## src/srev_pkg.sv

```systemverilog
`timescale 1ns / 1ps
// ----------------------------------------------------------------------------
// srev_pkg
// Shared constants, types and arithmetic helpers of the Schroeder reverb.
// ----------------------------------------------------------------------------
package srev_pkg;

    localparam int COMB_DEPTH  = 4096;
    localparam int AP_DEPTH    = 512;
    localparam int NUM_COMBS   = 4;
    localparam int NUM_AP      = 2;

    localparam int COMB_OFS_W  = $clog2(COMB_DEPTH);
    localparam int AP_OFS_W    = $clog2(AP_DEPTH);
    localparam int COMB_IDX_W  = $clog2(NUM_COMBS);
    localparam int AP_IDX_W    = $clog2(NUM_AP);
    localparam int COMB_AW     = COMB_IDX_W + COMB_OFS_W;
    localparam int AP_AW       = AP_IDX_W + AP_OFS_W;
    localparam int IDX_W       = (COMB_IDX_W > AP_IDX_W) ? COMB_IDX_W : AP_IDX_W;
    localparam int SEEN_W      = 13;
    localparam int VAL_W       = 20;
    localparam int SUM_W       = 23;

    // configuration register indexes
    localparam logic [2:0] REG_COMB0 = 3'd0;
    localparam logic [2:0] REG_COMB1 = 3'd1;
    localparam logic [2:0] REG_COMB2 = 3'd2;
    localparam logic [2:0] REG_COMB3 = 3'd3;
    localparam logic [2:0] REG_AP0   = 3'd4;
    localparam logic [2:0] REG_AP1   = 3'd5;
    localparam logic [2:0] REG_WET   = 3'd6;

    localparam logic [12:0] COMB_RST [NUM_COMBS] = '{13'd1425, 13'd864, 13'd2160, 13'd2880};
    localparam logic [9:0]  AP_RST   [NUM_AP]    = '{10'd240, 10'd81};
    localparam logic signed [17:0] COMB_GAIN [NUM_COMBS] =
        '{18'sd26378, 18'sd27099, 18'sd25657, 18'sd25035};
    localparam logic signed [17:0] AP_GAIN   = 18'sd22938;
    localparam logic [15:0] WET_RST   = 16'd32768;
    localparam logic [SEEN_W-1:0] SEEN_MAX = SEEN_W'(COMB_DEPTH);

    // shared multiplier operand and product
    typedef logic signed [20:0] t_mul_a;
    typedef logic signed [17:0] t_mul_b;
    typedef logic signed [38:0] t_prod;

    typedef enum logic [3:0] {
        S_IDLE, S_CRD, S_CMUL, S_CWR, S_ARD, S_AMUL, S_AWR,
        S_MIX1, S_MIX2, S_MIX3, S_OUT
    } t_state;

    // round half up: floor((p + 2^14) / 2^15)
    function automatic logic signed [24:0] rnd_q15(input logic signed [39:0] p);
        logic signed [39:0] t;
        t = p + 40'sd16384;
        return 25'(t >>> 15);
    endfunction

    function automatic logic signed [VAL_W-1:0] sat20(input logic signed [SUM_W+1:0] v);
        if (v > 25'sd524287)       return 20'sd524287;
        else if (v < -25'sd524288) return -20'sd524288;
        else                       return v[VAL_W-1:0];
    endfunction

    function automatic logic signed [15:0] sat16(input logic signed [24:0] v);
        if (v > 25'sd32767)       return 16'sd32767;
        else if (v < -25'sd32768) return -16'sd32768;
        else                      return v[15:0];
    endfunction

    // delay clamp to [1, depth]
    function automatic logic [SEEN_W-1:0] clamp_comb(input logic [12:0] d);
        if (d == 13'd0)                      return SEEN_W'(1);
        else if (d > 13'(COMB_DEPTH))        return SEEN_W'(COMB_DEPTH);
        else                                 return d;
    endfunction

    function automatic logic [SEEN_W-1:0] clamp_ap(input logic [9:0] d);
        if (d == 10'd0)                      return SEEN_W'(1);
        else if (d > 10'(AP_DEPTH))          return SEEN_W'(AP_DEPTH);
        else                                 return SEEN_W'(d);
    endfunction

endpackage

```

## src/srev_mul.sv

```systemverilog
`timescale 1ns / 1ps
// ----------------------------------------------------------------------------
// srev_mul
// Shared signed multiplier with a registered product.
// ----------------------------------------------------------------------------
module srev_mul (
    input  logic            i_clk,
    input  srev_pkg::t_mul_a i_a,
    input  srev_pkg::t_mul_b i_b,
    output srev_pkg::t_prod  o_p
);
    import srev_pkg::*;

    t_prod r_p;

    always_ff @(posedge i_clk) begin
        r_p <= i_a * i_b;
    end

    assign o_p = r_p;
endmodule

```

## config.mk

```make
export PLATFORM = sky130hd
export DESIGN_NAME = srev_mul
export DESIGN_NICKNAME = d
export VERILOG_FILES = /design/src/srev_pkg.sv /design/src/srev_mul.sv
export SDC_FILE = /design/constraint.sdc
export NUM_CORES = 1
export LEC_CHECK = 0
export ABC_AREA = 1
export CAP_MARGIN = 10
export CORE_ASPECT_RATIO = 0.5
export CORE_MARGIN = 2
export CORE_UTILIZATION = 29
export DETAILED_ROUTE_END_ITERATION = 12
export DONT_BUFFER_PORTS = 1
export GPL_TIMING_DRIVEN = 0
export SLEW_MARGIN = 20
export SYNTH_ARGS = -nofsm -noshare
export SYNTH_HDL_FRONTEND = slang
export SYNTH_SLANG_ARGS = --single-unit
```

## constraint.sdc

```tcl
create_clock -name i_clk -period 6.05 [get_ports i_clk]
set_input_delay 0.3025 -clock i_clk [delete_from_list [all_inputs] [get_ports i_clk]]
set_output_delay 0.3025 -clock i_clk [all_outputs]
set_load 0.01 [all_outputs]
```

==> results.sh <==
export IMPL_grt_use_met1=0.205
export IMPL_via_per_inst=4.38
export IMPL_synth_area_leaders="fa_1 (49%), inv_1 (16%), nand2_1 (13%)"
export IMPL_drv_cap=0
export IMPL_min_path_type="in2reg"
export IMPL_synth_avg_cell_area_sq_um=7.76
export IMPL_cts_sinks=39
export IMPL_grtUsageMet2=0.285
export IMPL_hp_start="i_b[0]"
export IMPL_use_met3=0.0218
export IMPL_drv_slew=0
export IMPL_worstPathRequired_ps=6230
export IMPL_yosys_warnings=0
export IMPL_grt_overflow_total=0
export IMPL_cts_tree="yes"
export IMPL_grt_max_degree=14
export IMPL_async_flop_share=0
export IMPL_period_minus_slack_ps=5850
export IMPL_end_kind="flip-flop"
export IMPL_busiest_layer="met2"
export IMPL_fmax_mhz=171
export IMPL_synth_common_cells="inv_1 (652), nand2_1 (552), fa_1 (377), ha_1 (99), clkbuf_1 (72)"
export IMPL_seq_area_frac_synth=0.0503
export IMPL_io_pins=79
export IMPL_grt_setup_unrepaired="no"
export IMPL_synthCells=2000
export IMPL_die_area_sq_um=55500
export IMPL_synth_edf_count=0
export IMPL_cp_data_arrival_time_ps=6030
export IMPL_synth_distinct_cells=31
export IMPL_drtIter0Drc=745
export IMPL_post_cts_buffers=0
export IMPL_synth_area_leader_cell="fa_1"
export IMPL_synth_top_area_share=0.486
export IMPL_grt_pass1_wl_mm=69.5
export IMPL_ys_ff_latch=39
export IMPL_drive_gt1_frac=0.0403
export IMPL_drc=0
export IMPL_final_hold_viol_count=0
export IMPL_status="finished, final reports clean"
export IMPL_cts_hold_buf=0
export IMPL_avgRoutedWirePerCell_um=15.7
export IMPL_critPathLaunch="i_a[5]"
export IMPL_place_congestion=0.964
export IMPL_cp_start_kind="primary input"
export IMPL_grt_pass1_vias=12933
export IMPL_postRouteAntennaNets=0
export IMPL_fillerInstances=5614
export IMPL_clk_pin_slew_ps=60
export IMPL_antenna_found_initial=1
export IMPL_synth_nets=2516
export IMPL_synth_area_sq_um=15500
export IMPL_area_growth_pct=7.14
export IMPL_htree_levels=2
export IMPL_drt_pass1_iter_count=5
export IMPL_hpwl_mm=36.9
export IMPL_cp_max_fo=10
export IMPL_largest_reg_flops=39
export IMPL_final_period_utilization=0.967
export IMPL_max_slew_worst_pin_slew_ps=900
export IMPL_slew_headroom=0.400
export IMPL_yosysMostFrequentCell="inv_1"
export IMPL_die_height_um=168
export IMPL_root_buffer="clkbuf_16"
export IMPL_wirelength_mm=42.5
export IMPL_initial_utilization=0.296
export IMPL_fin_util=0.317
export IMPL_rows=59
export IMPL_grt_total_usage=0.162
export IMPL_numCtsBuffers=5
export IMPL_diodes=0
export IMPL_ys_flop_type="dfxtp_1"
export IMPL_vias=11863
export IMPL_finalSetupViolations=0
export IMPL_core_area_sq_um=52400
export IMPL_chipWidth_um=331
export IMPL_port_buffer_count=0
export IMPL_critPathKind="in2reg"
export IMPL_nets=2523
export IMPL_cts_buffer_depth=2
cell usage in the layout, fill, tap and decap left out, types with 3 or more instances in the layout:
cell type,n
ha_1,97
clkbuf_2,31
nand3_1,31
nand2_1,552
o21bai_1,6
fa_1,376
nor3_2,4
clkbuf_1,41
buf_2,5
o21ai_0,13
xor2_1,19
clkbuf_16,5
a21oi_1,33
nor2_1,54
nand2_2,11
inv_1,652
or2_2,4
dfxtp_1,39
nand3_2,3
xnor2_1,4
nor2_2,5
repair_timing:
item / 4_1_cts / 5_1_grt
gates cloned: 0 / 0
resized for setup: 13 / 54
setup endpoints to repair: 20 / 23
hold endpoints to repair: 0 / 0
area by class of cell:
| cell class | instances | area [sq um] | share of cell area |
|---|---|---|---|
| plain buffers | 78 | 342 | 0.0205 |
| clock buffers | 5 | 125 | 0.00753 |
| clock inverters | 3 | 43.8 | 0.00263 |
| inverters | 654 | 2450 | 0.148 |
| multi-input cells | 1229 | 12000 | 0.722 |
| flip-flops and latches | 39 | 781 | 0.0470 |
| well taps | 701 | 877 | 0.0528 |
worst paths after layout:
kind,endpoint,slack (ps),depth (start not counted)
max,o_p[36],200,20
min,o_p[1],270,3
critical path: stages:
cell and delay, ps:
clkbuf_1 450, clkbuf_2 390, nand2_1 120, fa_1 520
inv_1 50, fa_1 590, fa_1 450, fa_1 470
fa_1 490, inv_1 50, fa_1 560, inv_1 60
ha_1 390, nand2_2 110, o21ai_0 460, a21oi_1 110
nand2_2 190, nand2_1 100, nand3_1 80, nand2_1 50
per-layer routing:
metal  part of all wire  wire, um
met1               0.42     17800
met3              0.057      2430
met4              0.038      1620
met2               0.49     20600
met5            0.00026        11
cells by family after synthesis:
kind of cell	Yosys count	synth area share
flops	39	0.0503
simple gates	674	0.174
compound gates	56	0.0197
xor+xnor	23	0.0130
fa+ha+maj	476	0.566
buf+inv	732	0.177
per-stage QoR:
step / cell area [sq um] / cells / hold slack (ps) / setup slack [ps] / setup TNS [ps]
3_5_place_dp: 16400 / 2701 / 568 / -516 / -8980
4_1_cts: 16600 / 2709 / 273 / 5.34 / 0
5_1_grt: 16600 / 2709 / 283 / 0.336 / 0
3_3_place_gp: 16400 / 2701 / 566 / -533 / -9140
2_1_floorplan: 15500 / 2000 / 508 / 495 / 0
6_report: 16600 / 2709 / 272 / 203 / 0
Power is not shown: default switching activity piles up to over one toggle a cycle in this logic, so the estimate is an artifact.
